**src/sv/encoder_tof_height_fusion_assert.svh**
```systemverilog
// assertion macros for the height fusion block
`ifndef ENCODER_TOF_HEIGHT_FUSION_ASSERT_SVH
`define ENCODER_TOF_HEIGHT_FUSION_ASSERT_SVH

// same-cycle implication, checked on every clock edge out of reset
`define ETF_ASSERT_IMP(lbl, ante, cons) \
  lbl: assert property (@(posedge clk) disable iff (rst) (ante) |-> (cons)) \
    else $error("etf check failed");

// next-cycle implication
`define ETF_ASSERT_NXT(lbl, ante, cons) \
  lbl: assert property (@(posedge clk) disable iff (rst) (ante) |=> (cons)) \
    else $error("etf check failed");

`endif

```
**src/sv/etf_pkg.sv**
```systemverilog
`timescale 1ns / 1ps
package etf_pkg;

  localparam int MUL_A_W   = 33;
  localparam int MUL_B_W   = 21;
  localparam int MUL_P_W   = MUL_A_W + MUL_B_W;
  localparam int MUL_STEPS = MUL_B_W;
  localparam int DIV_N_W   = 54;
  localparam logic [6:0] DIV_DEN = 7'd125;

  localparam logic [2:0] CFG_HPC    = 3'd0;
  localparam logic [2:0] CFG_SPEED  = 3'd1;
  localparam logic [2:0] CFG_MARGIN = 3'd2;
  localparam logic [2:0] CFG_RGAIN  = 3'd3;
  localparam logic [2:0] CFG_AGAIN  = 3'd4;
  localparam logic [2:0] CFG_WINDOW = 3'd5;
  localparam logic [2:0] CFG_BIAS   = 3'd6;
  localparam logic [2:0] CFG_ENABLE = 3'd7;

  localparam logic signed [48:0] H_MAX = 49'sd8388607;
  localparam logic signed [48:0] H_MIN = -49'sd8388608;
  localparam logic signed [55:0] AHQ_MAX = 56'sd549755748352;
  localparam logic signed [55:0] AHQ_MIN = -56'sd549755813888;

  typedef enum logic [3:0] {
    S_IDLE, S_PRE, S_MSTART, S_MWAIT, S_DWAIT, S_ENC, S_TRK,
    S_GSTART, S_GWAIT, S_ASTART, S_AWAIT, S_ENC2, S_OUT
  } state_t;

  typedef struct packed {
    logic               start;
    logic [MUL_A_W-1:0] a;
    logic [MUL_B_W-1:0] b;
  } mul_req_t;

  typedef struct packed {
    logic               start;
    logic [DIV_N_W-1:0] num;
  } div_req_t;

  function automatic logic [23:0] sat24(input logic signed [48:0] x);
    if (x > H_MAX) return 24'h7fffff;
    if (x < H_MIN) return 24'h800000;
    return x[23:0];
  endfunction

  // round a q16 anchor plus encoder travel to micrometres
  function automatic logic [23:0] enc_um(input logic signed [39:0] ahq,
                                         input logic signed [47:0] dq);
    logic signed [48:0] s;
    logic signed [48:0] r;
    s = 49'(ahq) + 49'(dq) + 49'sd32768;
    r = s >>> 16;
    return sat24(r);
  endfunction

endpackage

```
**src/sv/etf_mul.sv**
```systemverilog
`timescale 1ns / 1ps
module etf_mul (
  input  logic                         clk,
  input  logic                         rst,
  input  etf_pkg::mul_req_t            req,
  output logic                         busy,
  output logic                         done,
  output logic [etf_pkg::MUL_P_W-1:0]  prod
);

  localparam int CNT_W = $clog2(etf_pkg::MUL_STEPS);

  logic [etf_pkg::MUL_P_W-1:0] a_sh;
  logic [etf_pkg::MUL_B_W-1:0] b_sh;
  logic [CNT_W-1:0]            cnt;

  // one multiplier bit per cycle, shift-add
  always_ff @(posedge clk) begin
    if (rst) begin
      busy <= 1'b0;
      done <= 1'b0;
      cnt  <= '0;
    end else begin
      done <= 1'b0;
      if (req.start) begin
        busy <= 1'b1;
        cnt  <= '0;
      end else if (busy) begin
        cnt <= cnt + 1'b1;
        if (cnt == CNT_W'(etf_pkg::MUL_STEPS - 1)) begin
          busy <= 1'b0;
          done <= 1'b1;
        end
      end
    end
  end

  always_ff @(posedge clk) begin
    if (req.start) begin
      prod <= '0;
      a_sh <= etf_pkg::MUL_P_W'(req.a);
      b_sh <= req.b;
    end else if (busy) begin
      if (b_sh[0]) prod <= prod + a_sh;
      a_sh <= {a_sh[etf_pkg::MUL_P_W-2:0], 1'b0};
      b_sh <= {1'b0, b_sh[etf_pkg::MUL_B_W-1:1]};
    end
  end

endmodule

```
**src/sv/etf_div.sv**
```systemverilog
`timescale 1ns / 1ps
module etf_div (
  input  logic                         clk,
  input  logic                         rst,
  input  etf_pkg::div_req_t            req,
  output logic                         busy,
  output logic                         done,
  output logic [etf_pkg::DIV_N_W-1:0]  quo
);

  localparam int CNT_W = $clog2(etf_pkg::DIV_N_W);

  logic [6:0]       rem;
  logic [CNT_W-1:0] cnt;
  logic [7:0]       trial;
  logic             qbit;

  // restoring division by the constant, one quotient bit per cycle
  assign trial = {rem, quo[etf_pkg::DIV_N_W-1]};
  assign qbit  = (trial >= {1'b0, etf_pkg::DIV_DEN});

  always_ff @(posedge clk) begin
    if (rst) begin
      busy <= 1'b0;
      done <= 1'b0;
      cnt  <= '0;
    end else begin
      done <= 1'b0;
      if (req.start) begin
        busy <= 1'b1;
        cnt  <= '0;
      end else if (busy) begin
        cnt <= cnt + 1'b1;
        if (cnt == CNT_W'(etf_pkg::DIV_N_W - 1)) begin
          busy <= 1'b0;
          done <= 1'b1;
        end
      end
    end
  end

  // dividend shifts out the top while quotient bits shift in
  always_ff @(posedge clk) begin
    if (req.start) begin
      quo <= req.num;
      rem <= '0;
    end else if (busy) begin
      rem <= qbit ? 7'(trial - {1'b0, etf_pkg::DIV_DEN}) : trial[6:0];
      quo <= {quo[etf_pkg::DIV_N_W-2:0], qbit};
    end
  end

endmodule

```
**src/sv/encoder_tof_height_fusion.sv**
```systemverilog
`timescale 1ns / 1ps
// steps: anchor check, encoder product, divide, track, then the range pull and, when
// that runs as well, the re-anchor; one request at a time
// next request accepted the cycle after the result is loaded, so the request rate is
// set by output stalls, by the bit-serial multiplier (up to three products) and by
// the divide by 125
// reset: control state and estimate cleared, config registers to defaults
module encoder_tof_height_fusion (
  input  logic               clk,
  input  logic               rst,
  input  logic               in_valid,
  output logic               in_stall,
  input  logic               opcode,
  input  logic signed [31:0] encoder_count,
  input  logic               range_valid,
  input  logic [12:0]        range_mm,
  input  logic [15:0]        elapsed_ms,
  input  logic signed [23:0] anchor_height_um,
  output logic               out_valid,
  input  logic               out_stall,
  output logic               fused_valid,
  output logic signed [23:0] fused_height_um,
  output logic               encoder_height_valid,
  output logic signed [23:0] encoder_height_um,
  input  logic               cfg_valid,
  output logic               cfg_ready,
  input  logic [2:0]         cfg_index,
  input  logic [20:0]        cfg_data
);

  etf_pkg::state_t state, state_next;

  // config
  logic signed [20:0] hpc, bias;
  logic [15:0] speed;
  logic [19:0] margin, window;
  logic [16:0] rgain, again;
  logic        enable;

  // latched request
  logic        op_l, rv_l;
  logic [31:0] count_l;
  logic [12:0] range_l;
  logic [15:0] dt_l;
  logic [23:0] anchor_l;

  // fusion state
  logic               anchored, ready, prev_ok;
  logic signed [39:0] ahq;
  logic [31:0]        acount;
  logic signed [23:0] est, prev, enc;

  // work registers
  logic               msign, jump_en, reanchor_ok;
  logic [32:0]        jump_lim;
  logic signed [47:0] dq;
  logic signed [31:0] est_w;

  etf_pkg::mul_req_t mul_req;
  etf_pkg::div_req_t div_req;
  logic mul_busy, mul_done, div_busy, div_done;
  logic [etf_pkg::MUL_P_W-1:0] prod;
  logic [etf_pkg::DIV_N_W-1:0] quo;

  etf_mul u_mul (.clk, .rst, .req(mul_req), .busy(mul_busy), .done(mul_done), .prod);
  etf_div u_div (.clk, .rst, .req(div_req), .busy(div_busy), .done(div_done), .quo);

  logic range_ok, auto_anc;
  logic [23:0] tof;
  logic signed [24:0] tb;
  logic [23:0] h_auto, h_new;
  logic signed [32:0] dc, gerr, aerr;
  logic [32:0] dc_mag, gerr_mag, aerr_mag;
  logic signed [54:0] ps;
  logic [40:0] cap;
  logic signed [24:0] dd;
  logic [24:0] dd_mag;
  logic signed [31:0] est_w_next;
  logic signed [54:0] rp;
  logic signed [48:0] est_w2;
  logic signed [55:0] asum;
  logic [39:0] ahq_new;
  logic out_load;

  assign range_ok = enable & rv_l;
  assign tof      = 24'({range_l, 10'b0}) - 24'({range_l, 4'b0}) - 24'({range_l, 3'b0});
  assign auto_anc = !op_l && !anchored && range_ok;
  assign tb       = $signed({1'b0, tof}) + 25'(bias);
  assign h_auto   = etf_pkg::sat24(49'(tb));
  assign h_new    = op_l ? anchor_l : h_auto;

  assign dc       = $signed({count_l[31], count_l}) - $signed({acount[31], acount});
  assign dc_mag   = dc[32] ? 33'(-dc) : dc;
  assign gerr     = $signed({9'b0, tof}) - 33'(est_w);
  assign gerr_mag = gerr[32] ? 33'(-gerr) : gerr;
  assign aerr     = $signed({9'b0, tof}) - 33'(enc);
  assign aerr_mag = aerr[32] ? 33'(-aerr) : aerr;

  assign ps  = msign ? -$signed({1'b0, prod}) : $signed({1'b0, prod});
  // clamp the travel in nanometres at 2^40
  assign cap = (prod > 54'(41'h100_0000_0000)) ? 41'h100_0000_0000 : prod[40:0];

  assign dd         = $signed({enc[23], enc}) - $signed({prev[23], prev});
  assign dd_mag     = dd[24] ? 25'(-dd) : dd;
  assign rp         = (ps + 55'sd32768) >>> 16;
  assign est_w2     = 49'(est_w) + rp[48:0];
  assign asum       = 56'(ahq) + 56'(ps);
  assign ahq_new    = (asum > etf_pkg::AHQ_MAX) ? etf_pkg::AHQ_MAX[39:0] :
                      (asum < etf_pkg::AHQ_MIN) ? etf_pkg::AHQ_MIN[39:0] : asum[39:0];

  always_comb begin
    est_w_next = 32'(est);
    if (anchored) begin
      if (prev_ok && jump_en) begin
        if ({8'b0, dd_mag} <= jump_lim) est_w_next = 32'(est) + 32'(dd);
      end else begin
        est_w_next = 32'(enc);
      end
    end
  end

  assign cfg_ready = 1'b1;

  always_ff @(posedge clk) begin
    if (rst) begin
      hpc    <= 21'sd1000;
      speed  <= 16'd1000;
      margin <= 20'd10000;
      rgain  <= 17'd9830;
      again  <= 17'd3277;
      window <= 20'd30000;
      bias   <= -21'sd20000;
      enable <= 1'b1;
    end else if (cfg_valid && cfg_ready) begin
      unique case (cfg_index)
        etf_pkg::CFG_HPC:    hpc    <= cfg_data;
        etf_pkg::CFG_SPEED:  speed  <= cfg_data[15:0];
        etf_pkg::CFG_MARGIN: margin <= cfg_data[19:0];
        etf_pkg::CFG_RGAIN:  rgain  <= cfg_data[16:0];
        etf_pkg::CFG_AGAIN:  again  <= cfg_data[16:0];
        etf_pkg::CFG_WINDOW: window <= cfg_data[19:0];
        etf_pkg::CFG_BIAS:   bias   <= cfg_data;
        etf_pkg::CFG_ENABLE: enable <= cfg_data[0];
        default: ;
      endcase
    end
  end

  // next state
  always_comb begin
    state_next = state;
    unique case (state)
      etf_pkg::S_IDLE:   if (in_valid) state_next = etf_pkg::S_PRE;
      etf_pkg::S_PRE:    state_next = etf_pkg::S_MSTART;
      etf_pkg::S_MSTART: state_next = etf_pkg::S_MWAIT;
      etf_pkg::S_MWAIT:  if (mul_done) state_next = etf_pkg::S_DWAIT;
      etf_pkg::S_DWAIT:  if (div_done) state_next = etf_pkg::S_ENC;
      etf_pkg::S_ENC:    state_next = etf_pkg::S_TRK;
      etf_pkg::S_TRK: begin
        if (op_l || !ready || !range_ok) state_next = etf_pkg::S_OUT;
        else state_next = etf_pkg::S_GSTART;
      end
      etf_pkg::S_GSTART: state_next = etf_pkg::S_GWAIT;
      etf_pkg::S_GWAIT: begin
        if (mul_done) state_next = reanchor_ok ? etf_pkg::S_ASTART : etf_pkg::S_OUT;
      end
      etf_pkg::S_ASTART: state_next = etf_pkg::S_AWAIT;
      etf_pkg::S_AWAIT:  if (mul_done) state_next = etf_pkg::S_ENC2;
      etf_pkg::S_ENC2:   state_next = etf_pkg::S_OUT;
      etf_pkg::S_OUT:    if (!out_valid || !out_stall) state_next = etf_pkg::S_IDLE;
      default:           state_next = etf_pkg::S_IDLE;
    endcase
  end

  // outputs of the sequencer
  always_comb begin
    in_stall      = 1'b1;
    out_load      = 1'b0;
    mul_req.start = 1'b0;
    mul_req.a     = dc_mag;
    mul_req.b     = hpc[20] ? 21'(-hpc) : hpc;
    div_req.start = 1'b0;
    div_req.num   = {cap, 13'b0};
    unique case (state)
      etf_pkg::S_IDLE:   in_stall = 1'b0;
      etf_pkg::S_MSTART: mul_req.start = 1'b1;
      etf_pkg::S_MWAIT:  div_req.start = mul_done;
      etf_pkg::S_GSTART: begin
        mul_req.start = 1'b1;
        mul_req.a     = gerr_mag;
        mul_req.b     = 21'(rgain);
      end
      etf_pkg::S_ASTART: begin
        mul_req.start = 1'b1;
        mul_req.a     = aerr_mag;
        mul_req.b     = 21'(again);
      end
      etf_pkg::S_OUT:    out_load = !out_valid || !out_stall;
      default: ;
    endcase
  end

  always_ff @(posedge clk) begin
    if (rst) state <= etf_pkg::S_IDLE;
    else     state <= state_next;
  end

  always_ff @(posedge clk) begin
    if (in_valid && !in_stall) begin
      op_l     <= opcode;
      count_l  <= encoder_count;
      rv_l     <= range_valid;
      range_l  <= range_mm;
      dt_l     <= elapsed_ms;
      anchor_l <= anchor_height_um;
    end
  end

  always_ff @(posedge clk) begin
    if (rst) begin
      anchored <= 1'b0;
      ready    <= 1'b0;
      prev_ok  <= 1'b0;
      ahq      <= '0;
      acount   <= '0;
      est      <= '0;
      prev     <= '0;
    end else begin
      unique case (state)
        etf_pkg::S_PRE: begin
          if (op_l || auto_anc) begin
            ahq      <= {h_new, 16'b0};
            acount   <= count_l;
            anchored <= 1'b1;
            est      <= h_new;
            prev     <= h_new;
            prev_ok  <= 1'b1;
            ready    <= 1'b1;
          end
        end
        etf_pkg::S_TRK: begin
          if (!op_l) begin
            if (!ready) begin
              if (range_ok) begin
                est   <= tof;
                ready <= 1'b1;
                if (anchored) begin
                  prev    <= enc;
                  prev_ok <= 1'b1;
                end
              end else if (anchored) begin
                est     <= enc;
                prev    <= enc;
                prev_ok <= 1'b1;
                ready   <= 1'b1;
              end
            end else begin
              if (anchored) begin
                prev    <= enc;
                prev_ok <= 1'b1;
              end else begin
                prev_ok <= 1'b0;
              end
              if (!range_ok) est <= etf_pkg::sat24(49'(est_w_next));
            end
          end
        end
        etf_pkg::S_GWAIT: if (mul_done) est <= etf_pkg::sat24(est_w2);
        etf_pkg::S_AWAIT: if (mul_done) ahq <= ahq_new;
        etf_pkg::S_ENC2:  prev <= etf_pkg::enc_um(ahq, dq);
        default: ;
      endcase
    end
  end

  // work registers, no reset needed
  always_ff @(posedge clk) begin
    if (state == etf_pkg::S_PRE) begin
      jump_lim <= 33'(speed * dt_l) + 33'(margin);
      jump_en  <= (dt_l != '0) && !auto_anc;
    end
    if (mul_req.start) begin
      unique case (state)
        etf_pkg::S_MSTART: msign <= dc[32] ^ hpc[20];
        etf_pkg::S_GSTART: msign <= gerr[32];
        default:           msign <= aerr[32];
      endcase
    end
    if (state == etf_pkg::S_DWAIT && div_done) begin
      dq <= msign ? -$signed({1'b0, quo[46:0]}) : $signed({1'b0, quo[46:0]});
    end
    if (state == etf_pkg::S_ENC)  enc <= etf_pkg::enc_um(ahq, dq);
    if (state == etf_pkg::S_ENC2) enc <= etf_pkg::enc_um(ahq, dq);
    if (state == etf_pkg::S_TRK) begin
      est_w       <= est_w_next;
      reanchor_ok <= anchored && (aerr_mag <= 33'(window));
    end
  end

  always_ff @(posedge clk) begin
    if (rst) begin
      out_valid <= 1'b0;
    end else if (out_load) begin
      out_valid <= 1'b1;
    end else if (!out_stall) begin
      out_valid <= 1'b0;
    end
  end

  always_ff @(posedge clk) begin
    if (out_load) begin
      fused_valid          <= ready;
      fused_height_um      <= ready ? est : '0;
      encoder_height_valid <= anchored;
      encoder_height_um    <= anchored ? enc : '0;
    end
  end

`include "encoder_tof_height_fusion_assert.svh"

  `ETF_ASSERT_NXT(a_accept_pre, in_valid && !in_stall, state == etf_pkg::S_PRE)
  `ETF_ASSERT_IMP(a_units_excl, mul_busy, !div_busy)
  `ETF_ASSERT_NXT(a_anchor_holds, anchored, anchored)
  `ETF_ASSERT_IMP(a_fused_zero, out_valid && !fused_valid, fused_height_um == '0)
  `ETF_ASSERT_IMP(a_enc_zero, out_valid && !encoder_height_valid, encoder_height_um == '0)

endmodule

```
**config.mk**
```make
export PLATFORM = sky130hd
export DESIGN_NAME = encoder_tof_height_fusion
export DESIGN_NICKNAME = d
export VERILOG_FILES = /design/src/sv/etf_pkg.sv /design/src/sv/etf_mul.sv /design/src/sv/etf_div.sv /design/src/sv/encoder_tof_height_fusion.sv
export VERILOG_INCLUDE_DIRS = /design/src /design/src/sv
export SDC_FILE = /design/constraint.sdc
export NUM_CORES = 2
export LEC_CHECK = 0
export BUFFER_PORTS_ARGS = -buffer_cell sky130_fd_sc_hd__buf_2
export CAP_MARGIN = 20
export CORE_ASPECT_RATIO = 0.9
export CORE_MARGIN = 2
export CORE_UTILIZATION = 65
export DETAILED_ROUTE_END_ITERATION = 8
export PLACE_DENSITY = 0.83
export SLEW_MARGIN = 10
export SYNTH_ARGS = -nofsm -noshare
export SYNTH_HDL_FRONTEND = slang
export SYNTH_SLANG_ARGS = --single-unit
export TNS_END_PERCENT = 10
```
**constraint.sdc**
```tcl
create_clock -name clk -period 8.5 [get_ports clk]
set_input_delay 0.85 -clock clk [delete_from_list [all_inputs] [get_ports clk]]
set_output_delay 0.85 -clock clk [all_outputs]
set_load 0.02 [all_outputs]
```
==> results.md <==
* Outcome: complete, no violations
* GRT overflow at 0
* Die Ht at 302.1 um
* Max layer used: met5
* Critical R2R Capture: est[6]
* Final core utilization at 70.70%
* CTS clk-pin slew, worst paths at 0.06 ns
* Io pins at around 170
* Hold Path Class: in2reg
* Clk_lat worst skew at 0.70 ns
* Worst-margin pin slew at 1.291 ns
* Reg2reg path depth at 29
* Most used DFF post-synth: dfxtp_1
* Share of layout cells above drive strength 1 at 7.318%
* Yosys top cell area share at 17.13%
* Crit. End Element: flop
* Rows at 109
* Initial antenna violation count at 16
* Root Buffer: clkbuf_16
* Layout area overhead at 8.033%
* Min Clock Period, post-route at just over 8 ns
* Worst Path Max Fanout at 11
* CTS H-tree depth at 3
* Met2 wire len at 92.39 mm
* Starting Density at 65.44%
* Total negative slack at 0 ns
* WL met1 at between 90 and 100 mm
* CP max stage delay at 0.63 ns
* # setup viols final at 0
* Worst setup path startpoint: u_mul.prod[7]
* Final Skew at 0.03396 ns
* Vias per cell at about 6.6
* Gpl congestion at between 1 and 1.5
* Vias in the first global route at 55470
* Routed wire per std cell at 24.92 um
* CTS tree: done
* Ys async rst share at 0%
* Mapped Area at roughly 0.064 mm2
* Core box area at ~0.098 mm2
* Max cap viols at 0
* Max clock buf depth at 3
* R2R Setup Slk at about 0.44 ns
* Top-count cell post-synth: nand2_1
* Num CTS Buffers at slightly above 80
* Number of synthesized register bits at about 740
* Synthesized net count at 8527
* Crit path to: est[6]
* Crit-path most repeated cell: buf_4
* Startpoint types: flop
* Ys Warns at 0
* DP HPWL at 173.9 mm
* RSZ-0062 raised after global routing: no
* Pre-antenna DRT Iters at 8
* WP data required at 9.04 ns
* Hold Vio Cnt, Final at 0
* Final ANT Viol Nets at 0
* Most instantiated cells after synthesis: nand2_1, a21oi_1, inv_1, ha_1, nor2_1
* Largest net degree at the start of global routing at roughly 190
* Final WL at roughly 220 mm
* Post-synth top area cell: edfxtp_1
* Synth top area cells: edfxtp_1, dfxtp_1, ha_1
* Mapped Cells at roughly 7600
* R2r startpoint: u_mul.prod[7]
* Gr usage total at 43.22%
* Sequential area share after synthesis at 28.70%
* I/O Buffers at ~170
* CTS Sinks at 737
* Die X at 335.2 um
* Slew Viols, Final at 0
* Mean Syn Cell Area at 8.441 um2
* 1st-iter DRT viols at 7838
* Post-synth EDFFs at ~370
* Setup CP Type: reg2reg
* # fillers at roughly 7600
* Slowest stage cell, crit path: or4_4
* Final worst path period share at between 90% and 100%
* Crit path DAT at 8.60 ns
* Via count at 59510
* Residual DRC count at 0
* Cell variety after synth at 106
* Fin nets at 8563
* F_max at ~120 MHz
* WL met3 at between 20 and 30 mm
* First-pass GRT wire length at 334.0 mm
* Headroom to the max-slew limit at between 10% and 20%
* Die Footprint at 0.1013 mm2
==> sequential cells by signal, indices dropped and copies added, names as in the netlist, 24 cells and up <==
register           count
dq                    48
u_mul.prod            54
anchor_l              24
fused_height_um       24
jump_lim              33
encoder_height_um     24
est_w                 26
acount                32
u_div.quo             54
u_mul.a_sh            54
count_l               32
ahq                   40
est                   24
prev                  24
enc                   24
==> routing by layer <==
| layer | vias to the layer above | GRT usage (%) |
|---|---|---|
| li1 | 26900 | - |
| met1 | 28220 | 59.92 |
| met2 | 3659 | 62.98 |
| met3 | 726 | 12.40 |
| met4 | 12 | 18.71 |
| met5 | - | 0 |
==> worst min path at each step <==
stage | start | end | slack [ns] | cells after the start
finish | elapsed_ms[12] | dt_l[12] | 0.33 | 1
detailed placement | acount[6] | acount[6] | 0.45 | 2
floorplan | u_div.rem[6] | u_div.rem[6] | 0.43 | 2
CTS | encoder_count[24] | count_l[24] | 0.32 | 1
global placement | u_div.rem[6] | u_div.rem[6] | 0.44 | 2
global route | encoder_count[7] | count_l[7] | 0.32 | 1
==> area by class of cell <==
class                           count  area (um2)  share of cell area (%)
Antenna cell                       10       25.02                 0.03610
Clock buffer                      106        2350                   3.389
Clock inverter                     46       515.5                  0.7436
Inverter                          584        2193                   3.164
Multi-Input combinational cell   5937       42380                   61.13
Sequential cell                   737       18420                   26.57
Tap cell                         1276        1597                   2.303
Timing Repair Buffer              297        1847                   2.664
==> per-stage QoR <==
step,cells,area [um2],setup slack [ns],hold WS (ns)
4_1_cts,8980,69210,0.3561,0.3174
2_1_floorplan,7602,64170,1.000,0.4323
6_report,8993,69330,0.4370,0.3298
3_5_place_dp,8828,66340,0.3872,0.4465
3_3_place_gp,8824,66300,0.6018,0.4401
5_1_grt,8988,69310,0.003248,0.3179
==> cell usage in the layout (no fill, tap or decap), types with 203 or more instances in the layout <==
cell type and n:
a21o_1 203, a21oi_1 615, nand2_1 1000, fa_1 228, ha_1 579, o21ai_0 358, dfxtp_1 371, nor2_1 516
xnor2_1 375, inv_1 582, edfxtp_1 366
==> cells by family after synthesis <==
logic type | synth area share, %
xor gates and xnor gates | 7.846
adders and majority gates | 18.50
muxes | 0.8950
other | 0.005844
buffers and inverters | 5.512
DFF | 28.70
AOI/OAI and AO/OA | 19.68
and+or+nand+nor | 18.85
==> worst max-delay path: cells and delay by family, from the launching register on <==
family          cells  cell delay [ns]
compound gates     11             2.38
xor+xnor            2             0.48
flops               1             0.39
buf+inv             4             0.64
simple gates       11             3.63
fa+ha+maj           1             0.38
==> what timing repair did <==
action	CTS	global route
hold buffers	0	0
buffers inserted	0	1
setup endpoints to repair	0	24
resized for setup	0	14
endpoints found under the hold margin	0	0
Power is left out: the tool's default activity adds up to more than one toggle a clock period on the data nets, which glitch-free logic cannot reach.
